$ cat src/hw/rtl/src_pkg.sv
package src_pkg;

  // Configuration register indexes
  localparam int unsigned CfgIdxW = 1;
  localparam logic [CfgIdxW-1:0] CFG_EXP_COMMAND = 1'd0;
  localparam logic [CfgIdxW-1:0] CFG_EXP_LENGTH  = 1'd1;

  localparam int unsigned ByteW = 8;

  typedef enum logic [1:0] {
    STATUS_OK       = 2'd0,
    STATUS_SIZE_BAD = 2'd1,
    STATUS_CMD_BAD  = 2'd2,
    STATUS_CSUM_BAD = 2'd3
  } status_e;

  typedef struct packed {
    logic             valid;
    logic [ByteW-1:0] data;
    logic             is_payload;
    logic             frame_done;
    status_e          status;
  } result_t;

endpackage

$ cat src/hw/rtl/src_frame_track.sv
module src_frame_track #(
  parameter int unsigned HEADER_BYTES = 3
) (
  input  logic                     clk_i,
  input  logic                     rst_ni,
  input  logic                     take_i,
  input  logic [src_pkg::ByteW-1:0] byte_i,
  input  logic [src_pkg::ByteW-1:0] exp_command_i,
  input  logic [src_pkg::ByteW-1:0] exp_length_i,
  output src_pkg::result_t         result_o
);
  import src_pkg::*;

  localparam int unsigned MaxPos = HEADER_BYTES + 2 + (1 << ByteW);
  localparam int unsigned PosW   = $clog2(MaxPos + 1);
  localparam logic [PosW-1:0] SizePos  = PosW'(HEADER_BYTES);
  localparam logic [PosW-1:0] CmdPos   = PosW'(HEADER_BYTES + 1);
  localparam logic [PosW-1:0] DataPos  = PosW'(HEADER_BYTES + 2);

  logic [PosW-1:0]  pos_q, pos_d;
  logic [ByteW-1:0] xor_q, xor_d;
  logic             size_bad_q, size_bad_d;
  logic             cmd_bad_q, cmd_bad_d;
  logic [PosW-1:0]  data_ofs;

  assign data_ofs = pos_q - DataPos;

  always_comb begin
    pos_d      = pos_q;
    xor_d      = xor_q;
    size_bad_d = size_bad_q;
    cmd_bad_d  = cmd_bad_q;
    result_o   = '0;
    if (take_i) begin
      if (pos_q < SizePos) begin
        pos_d = pos_q + PosW'(1);
      end else if (pos_q == SizePos) begin
        size_bad_d = (byte_i != exp_length_i);
        xor_d      = byte_i;
        pos_d      = pos_q + PosW'(1);
      end else if (pos_q == CmdPos) begin
        cmd_bad_d = (byte_i != exp_command_i);
        xor_d     = xor_q ^ byte_i;
        pos_d     = pos_q + PosW'(1);
      end else if (data_ofs < PosW'(exp_length_i)) begin
        xor_d               = xor_q ^ byte_i;
        pos_d               = pos_q + PosW'(1);
        result_o.valid      = 1'b1;
        result_o.data       = byte_i;
        result_o.is_payload = 1'b1;
      end else begin
        // checksum byte closes the frame
        result_o.valid      = 1'b1;
        result_o.frame_done = 1'b1;
        if (size_bad_q) begin
          result_o.status = STATUS_SIZE_BAD;
        end else if (cmd_bad_q) begin
          result_o.status = STATUS_CMD_BAD;
        end else if (xor_q != byte_i) begin
          result_o.status = STATUS_CSUM_BAD;
        end else begin
          result_o.status = STATUS_OK;
        end
        pos_d      = '0;
        xor_d      = '0;
        size_bad_d = 1'b0;
        cmd_bad_d  = 1'b0;
      end
    end
  end

  always_ff @(posedge clk_i or negedge rst_ni) begin
    if (!rst_ni) begin
      pos_q      <= '0;
      xor_q      <= '0;
      size_bad_q <= 1'b0;
      cmd_bad_q  <= 1'b0;
    end else begin
      pos_q      <= pos_d;
      xor_q      <= xor_d;
      size_bad_q <= size_bad_d;
      cmd_bad_q  <= cmd_bad_d;
    end
  end

  check_pos_bound: assert property (@(posedge clk_i) disable iff (!rst_ni)
    pos_q <= PosW'(MaxPos))
    else $error("frame position ran past the longest frame");

  check_rearm: assert property (@(posedge clk_i) disable iff (!rst_ni)
    (result_o.valid && result_o.frame_done) |=> (pos_q == '0 && !size_bad_q && !cmd_bad_q))
    else $error("frame state not cleared after the checksum byte");

  check_no_result_in_header: assert property (@(posedge clk_i) disable iff (!rst_ni)
    (take_i && pos_q <= CmdPos) |-> !result_o.valid)
    else $error("result produced for a header, size or command byte");

endmodule
$ cat config.mk
export PLATFORM = sky130hd
export DESIGN_NAME = src_frame_track
export DESIGN_NICKNAME = d
export VERILOG_FILES = /design/src/hw/rtl/src_pkg.sv /design/src/hw/rtl/src_frame_track.sv
export SDC_FILE = /design/constraint.sdc
export NUM_CORES = 1
export LEC_CHECK = 0
export ABC_AREA = 1
export BUFFER_PORTS_ARGS = -buffer_cell sky130_fd_sc_hd__buf_2
export CAP_MARGIN = 20
export CORE_MARGIN = 2
export CORE_UTILIZATION = 35
export DETAILED_ROUTE_END_ITERATION = 16
export GPL_ROUTABILITY_DRIVEN = 0
export GPL_TIMING_DRIVEN = 0
export PLACE_DENSITY = 0.66
export SLEW_MARGIN = 25
export SYNTH_ARGS = -nofsm -noshare
export SYNTH_HDL_FRONTEND = slang
export SYNTH_SLANG_ARGS = --single-unit
$ cat constraint.sdc
create_clock -name clk_i -period 6.4 [get_ports clk_i]
set_clock_uncertainty 0.05 [all_clocks]
set_input_delay 0.32 -clock clk_i [delete_from_list [all_inputs] [get_ports clk_i]]
set_output_delay 0.32 -clock clk_i [all_outputs]
set_load 0.005 [all_outputs]
== After elaboration in Yosys (flattened, before gate mapping) ==
Cells that the tools add are included.

* Bitwise gates (word level): 3
* Equality and inequality tests: 8
* Add/sub/neg operators: 2
* Reductions and logical operators: 3
* Muxes and demuxes: 20
* $lt $le $gt $ge: 2

{| class="wikitable"
|+ Operators with widths
! cell !! number
|-
| $mux W13 || 4
|-
| $mux W9 || 5
|-
| $mux W8 || 3
|-
| $ne A8 B8 Y1 || 3
|-
| $add A9 B1 Y9 const B || 1
|-
| $eq A9 B2 Y1 const B || 1
|-
| $eq A9 B3 Y1 const B || 1
|-
| $lt A9 B2 Y1 const B || 1
|-
| $lt A9 B8 Y1 || 1
|-
| $sub A9 B3 Y9 const B || 1
|-
| $reduce_and A4 Y1 || 2
|-
| $xor A8 B8 Y8 || 1
|-
| $mux W2 || 3
|-
| $ne A2 B2 Y1 const B || 3
|-
| $mux W1 || 4
|-
| $mux W3 || 1
|-
| $not A1 Y1 || 2
|-
| $reduce_and A2 Y1 || 1
|}

* Output and inout bits: 13
* Bits in registers: 19
* Logic and storage cells: 42

== Logic depth before layout (Yosys ltp) ==
Gate-level depths: netlist (run 1).

* Depth in word-level cells: 9
* Gate-level depth with buffers: 16
* Mapped depth without buffers: 16

== Worst setup path after synthesis (run 1) ==
No wires, ideal clock.

* Kind: flip-flop to output port
* From: reg pos_q[0]
* To: out result_o[1] (netlist bit)
* Stages on the path, launching flop included: 16
* Path slack: 4,045 ps
* Data arrival time: 1,985 ps
* Path through: dfrtp_1 -> inv_1 -> ha_1 -> o21ai_2 -> inv_1 -> nand2_1 -> xor2_1 -> ha_1 -> nand2_1 -> inv_1 -> nand2_1 -> nand2_1 -> nand2_1 -> nand2_2 -> nand2_4 -> nor3_2

{| class="wikitable"
|+ RTL lines
! item !! RTL line !! text
|-
| start, declared || src_frame_track.sv:20 || <nowiki>logic [PosW-1:0] pos_q, pos_d;</nowiki>
|-
| start signal, assigned || src_frame_track.sv:79 || <nowiki>pos_q <= pos_d;</nowiki>
|-
| end, declared || src_frame_track.sv:10 || <nowiki>output src_pkg::result_t result_o</nowiki>
|}

==> results of run 1 <==
==> sequential cells by signal, indices dropped and copies added (netlist names) <==
register	count
size_bad_q	1
cmd_bad_q	1
xor_q	8
pos_q	9
==> area by class of cell <==
type,count,area [um^2]
inverters,35,131
plain buffers,11,62.6
flip-flops and latches,19,475
clock buffers,4,45.0
repair buffers,32,165
multi-input cells,172,1100
well taps,67,83.8
fillers,515,2730
==> tightest hold or removal path: cells and delay by family <==
family                 cells  cell delay (ns)
buffers and inverters      1             0.14
and+or+nand+nor            2             0.14
==> worst max path at each step <==
stage,endpoint,slack [ns],cells past startpoint
after floorplan,result_o[1],4.04,15
after global placement,result_o[2],3.71,14
after detailed placement,result_o[2],3.69,14
after CTS,result_o[2],3.36,14
after global routing,result_o[2],3.12,16
final,result_o[2],3.39,14
==> cell usage after synthesis, drive strengths merged <==
cell and number:
a21oi 22, nand2 38, a31oi 1, xnor2 17
nand3 9, clkbuf 7, dfrtp 19, buf 4
nor3 3, nand4 6, o21ai 6, nor2 38
o211ai 1, nor4 3, xor2 18, ha 10
inv 35
==> stage by stage <==
| stage | hold WS (ns) | setup WS [ns] | cell area [um^2] |
|---|---|---|---|
| 5_1_grt | 0.332 | 3.12 | 2060 |
| 4_1_cts | 0.315 | 3.36 | 2060 |
| 3_5_place_dp | 0.250 | 3.69 | 2010 |
| 2_1_floorplan | -0.0256 | 4.04 | 1770 |
| 3_3_place_gp | 0.250 | 3.71 | 2010 |
| 6_report | 0.319 | 3.39 | 2060 |
==> cell families (layout without fill, tap and decap cells) <==
kind of cell    Yosys count  in the layout  share of synthesized area (%)
flops                    19             19                           26.9
compound gates           30             30                           9.77
simple gates             97             97                           27.9
xor+xnor                 35             35                           17.4
buf+inv                  46             82                           11.0
fa+ha+maj                10             10                           7.08
==> per-layer routing <==
metal | vias up | routed length (um) | GRT usage [%]
met2 | 41 | 1950 | 25.5
met4 | 0 | 43 | 3.57
met5 | - | 0 | 0
met3 | 6 | 170 | 3.21
met1 | 719 | 1780 | 19.4
li1 | 813 | - | -
==> where the power goes <==
group | total, W | switching [W] | internal, W
Combinational | 0.000494 | 0.000298 | 0.000195
Sequential | 0.000198 | 0.0000341 | 0.000164
Clock | 0.0000845 | 0.0000402 | 0.0000443
Total | 0.000777 | 0.000373 | 0.000404
==> summary.txt, run 1 <==
status -> finished, final reports clean
CP Launch Point -> pos_q[0]
post-synthesis cell area -> 1770 um^2
syn_nets -> 274
post-synthesis cell count -> 237
most frequent cells in the layout -> 34 x nor2_1, 33 x nand2_1, 31 x inv_1, 31 x buf_2, 21 x a21oi_1
Synth area leaders -> dfrtp_1 27%, xor2_1 8.9%, xnor2_1 8.4%, nor2_1 7.2%, ha_1 7.1%
ant diodes -> 0
routed wire length -> 3.95 mm
GR Util All Layers -> 15.0%
Die ar. -> 5630 um^2
flop2flop setup slack -> 3.90 ns
Post-CTS Hold Buffers -> 1
commonest non-fill, non-tap cell in the layout -> nor2_1
hold path depth -> 3
area leader, netlist -> dfrtp_1
power per cell area -> 377 nW/um^2
drt via density -> 4.64
Hold Path Sink -> pos_q[0]
Core ar. -> 4790 um^2
Initial Utilization -> 36.9%
Final nets -> 311
reg-to-reg endpoint -> xor_q[0]
RSZ-0062 raised after global routing -> no
htree depth -> 1
Netlist cell types -> 33
Max Freq -> 0.332 GHz
Critical Path, Cell by Cell -> inv_1 > ha_1 > o21ai_2 > xor2_1 > ha_1 > a21oi_1 > nand2_1 > nand2_1 > nand2_1 > nand2_1 > nand2_2 > nand2_4 > inv_2 > buf_2
worst skew pair latency -> 0.26 ns
Die X -> 75.0 um
largest net degree at the start of global routing -> 20
Final Core Density -> 43.1%
PostCTS Resize Cnt -> 0
CTS tree -> built
DR iter-0 viols -> 86
Rows -> 25
total negative slack -> 0 ns
CTS Buf Count -> 3
average wire per standard cell -> 11.6 um
Slew Viols, Final -> 0
CP Capture Type -> output pin
worst endpoint required time -> 6.03 ns
DRT Pass-1 Iters -> 4
crit-path max FO -> 8
relative slew slack -> 68.9%
residual DRC count -> 0
Hold Fails Final Rpt -> 0
WP buf/inv -> 3
ratio of cells with drive above 1 in the final layout -> 21.6%
Hold Startpoint -> take_i
R2R Path Start -> pos_q[0]
worst setup path category -> reg -> out
CP arrival -> 2.64 ns
startpoint types -> register
post-synthesis sequential area ratio -> 26.9%
CTS clk-pin slew, worst paths -> 0.07 ns
Avg Inst Size Synth -> 7.45 um^2
Total Power -> 0.000777 W
worst vdd ir -> 176 uV
CP max-delay cell -> dfrtp_1
first-pass GRT wire length -> 6.40 mm
Area growth, synth to finish -> 16.6%
num ports -> 40
maximum clock path buffer count -> 2
Max Cap Viol -> 0
Pleak -> 1.03 nW
chip height -> 75.0 um
register bit total from synthesis -> 19
Worst Tran Pin Value -> 0.467 ns
Hold/Removal Path Class -> in -> reg
Yosys top cell area share -> 26.9%
total grt overflow -> 0
Clock Root Buffer -> clkbuf_8
Register-to-Register Path Depth -> 14
vias in the first global route -> 1,451
Period Utilization, post-route -> 47.0%
antenna violations before repair -> 0
most frequent CP cell -> nand2_1
HPWL Detailed -> 3.23 mm
max incr delay on CP -> 0.41 ns
antenna-violating nets left -> 0
Warnings, synthesis -> 0
Final setup viols -> 0
delay-heaviest family, CP -> simple AND/OR/NAND/NOR gates
Placed Cells incl. Taps -> 335
clock tree sinks -> 19
setup bufs post-CTS -> 0
fin crit period -> 3.01 ns
non-filler cells, final -> 340
DR vias -> 1,579
IO buf count -> 31
No activity file was read; power rests on OpenSTA's default activity.
==> run 2: changes to the inputs <==
==> constraint.sdc (replaced) <==
create_clock -name clk_i -period 2.8 [get_ports clk_i]
set_clock_uncertainty 0.05 [all_clocks]
set_input_delay 0.14 -clock clk_i [delete_from_list [all_inputs] [get_ports clk_i]]
set_output_delay 0.14 -clock clk_i [all_outputs]
set_load 0.005 [all_outputs]
==> run 2 against run 1 <==
Compared with the run above:
- sequential power grew 120%
- die area stayed put
- global-route usage up 0.056 points
- highest routed layer unchanged
==> summary.txt, run 2 (synthesized netlist as in run 1, its figures left out) <==
average wire per standard cell -> 11.6 um (about the same)
htree depth -> 1 (unchanged)
Die ar. -> 5630 um^2 (unchanged)
Clock Power Share -> 10.8% (was 10.9%)
worst vdd ir -> 410 uV (was 176 uV)
CTS Buf Count -> 3 (unchanged)
GR Util All Layers -> 15.1% (was 15.0%)
Hold Startpoint -> take_i (unchanged)
startpoint types -> register (unchanged)
residual DRC count -> 0 (unchanged)
first-pass GRT wire length -> 6.43 mm (was 6.40 mm)
Hold Fails Final Rpt -> 0 (unchanged)
Register-to-Register Path Depth -> 16 (was 14)
chip height -> 75.0 um (unchanged)
largest net degree at the start of global routing -> 20 (unchanged)
Critical Path End -> result_o[1] (was result_o[2])
fin crit period -> 2.61 ns
antenna-violating nets left -> 0 (unchanged)
Hold/Removal Path Class -> in -> reg (unchanged)
Final Instance Area -> 2100 um^2 (was 2060 um^2)
maximum clock path buffer count -> 2 (unchanged)
worst setup path category -> reg -> out (unchanged)
Placed Area -> 2010 um^2 (unchanged)
flop2flop setup slack -> 0.52 ns (was 3.90 ns)
Slew Viols, Final -> 0 (unchanged)
clock tree sinks -> 19 (unchanged)
ant diodes -> 0 (unchanged)
Biggest register -> pos_q (unchanged)
CTS tree -> built (unchanged)
HPWL Detailed -> 3.23 mm (unchanged)
Area growth, synth to finish -> 19.1% (was 16.6%)
worst skew pair latency -> 0.26 ns (about the same)
Hold Slack -> 0.133 ns (was 0.319 ns)
Core ar. -> 4790 um^2 (unchanged)
Die X -> 75.0 um (unchanged)
Final setup viols -> 0 (unchanged)
CP Launch Point -> pos_q[0] (unchanged)
max reg flops -> 9 (unchanged)
Clock Root Buffer -> clkbuf_8 (unchanged)
Max Cap Viol -> 0 (unchanged)
ratio of cells with drive above 1 in the final layout -> 23.2% (was 21.6%)
power per cell area -> 881 nW/um^2 (was 377 nW/um^2)
biggest regs -> pos_q x9, xor_q x8 (unchanged)
DR vias -> 1,582 (was 1,579)
IO buf count -> 31 (unchanged)
DR iter-0 viols -> 105 (was 86)
commonest non-fill, non-tap cell in the layout -> nor2_1 (unchanged)
cell-internal power -> 0.000964 W (was 0.000404 W)
vias in the first global route -> 1,464 (was 1,451)
Max Freq -> 0.384 GHz
Rows -> 25 (unchanged)
CTS clk-pin slew, worst paths -> 0.08 ns (was 0.07 ns)
R2R Path Start -> pos_q[0] (unchanged)
crit-path max FO -> 4 (was 8)
Sequential Power Share -> 24.0% (was 25.5%)
Total Power -> 0.00185 W (was 0.000777 W)
total grt overflow -> 0 (unchanged)
Pleak -> 1.05 nW (was 1.03 nW)
Period Utilization, post-route -> 93.1%
drt via density -> 4.61 (was 4.64)
Worst Tran Pin Value -> 0.462 ns (was 0.467 ns)
CP Capture Type -> output pin (unchanged)
CP arrival -> 2.42 ns (was 2.64 ns)
status -> finished, final reports clean (unchanged)
most frequent cells in the layout -> 34 x nor2_1, 32 x nand2_1, 31 x inv_1, 31 x buf_2, 21 x a21oi_1 (was 34 x nor2_1, 33 x nand2_1, 31 x inv_1, 31 x buf_2, 21 x a21oi_1)
reg-to-reg endpoint -> size_bad_q (was xor_q[0])
Initial Utilization -> 36.9% (unchanged)
Net Sw Frac -> 48.0% (about the same)
hold path depth -> 3 (unchanged)
worst endpoint required time -> 2.61 ns (was 6.03 ns)
routed wire length -> 3.98 mm (was 3.95 mm)
Final Core Density -> 43.9% (was 43.1%)
DRT Pass-1 Iters -> 4 (unchanged)
Final nets -> 314 (was 311)
Comb power frac -> 65.2% (was 63.6%)
antenna violations before repair -> 0 (unchanged)
Sw Pwr -> 0.000889 W (was 0.000373 W)
relative slew slack -> 69.2% (was 68.9%)
fill count -> 512 (was 515)
num ports -> 40 (unchanged)
-- run 2: timing repair --
action / 4_1_cts / 5_1_grt
setup buffers: 1 / 2
hold buffers: 1 / 0
hold endpoints to repair: 19 / 0
setup endpoints to repair: 3 / 12
pin swaps: 0 / 2
resized for setup: 0 / 5
-- run 2: power groups by stage --
stage	clock network [W]	registers [W]	logic (W)
2_1_floorplan	0	0.000443	0.000902
3_3_place_gp	0	0.000456	0.00111
3_5_place_dp	0	0.000460	0.00113
4_1_cts	0.000203	0.000448	0.00116
5_1_grt	0.000213	0.000458	0.00138
6_report	0.000200	0.000445	0.00121
-- run 2: metrics by stage --
stage / TNS (ns) / instances / setup WS (ns)
floorplan: 0 / 237 / 0.613
global placement: 0 / 335 / 0.295
detailed placement: 0 / 335 / 0.272
CTS: 0 / 341 / 0.00945
global route: -0.00261 / 343 / -0.00261
finish: 0 / 343 / 0.194
-- run 2: layout make-up --
class | instances | area, um^2 | share of cell area, %
plain buffers | 11 | 62.6 | 2.97
clock buffers | 4 | 45.0 | 2.14
inverters | 35 | 134 | 6.37
multi-input cells | 172 | 1110 | 53.0
flip-flops and latches | 19 | 475 | 22.6
well taps | 67 | 83.8 | 3.99
repair buffers | 35 | 188 | 8.92
-- run 2: worst min-delay path by stage --
stage	end	slack, ns
5_1_grt	pos_q[1]	0.15
3_3_place_gp	pos_q[7]	0.07
4_1_cts	pos_q[0]	0.13
2_1_floorplan	cmd_bad_q	-0.21
6_report	pos_q[0]	0.13
3_5_place_dp	pos_q[8]	0.07
-- run 2: layer usage --
layer  global-route usage (%)  vias up  wire length (um)
met1                     19.3      720              1880
met5                        0        -                 0
met4                     3.57        0                57
li1                         -      819                 -
met2                     25.8       35              1890
met3                     3.21        8               148
-- run 2: worst max-delay path, cell delays in order (launching register included) --
cell     delay (ns)
dfrtp_1        0.38
inv_1          0.12
ha_2           0.23
o21ai_4        0.07
xor2_1         0.16
ha_1           0.31
nand2_1        0.06
inv_1          0.04
nand2_1        0.04
nand2_1        0.06
nand2_1        0.04
nand2_1        0.06
nand2_2        0.09
nand2_4        0.10
nand2_4        0.09
nor3_2         0.16
buf_2          0.13
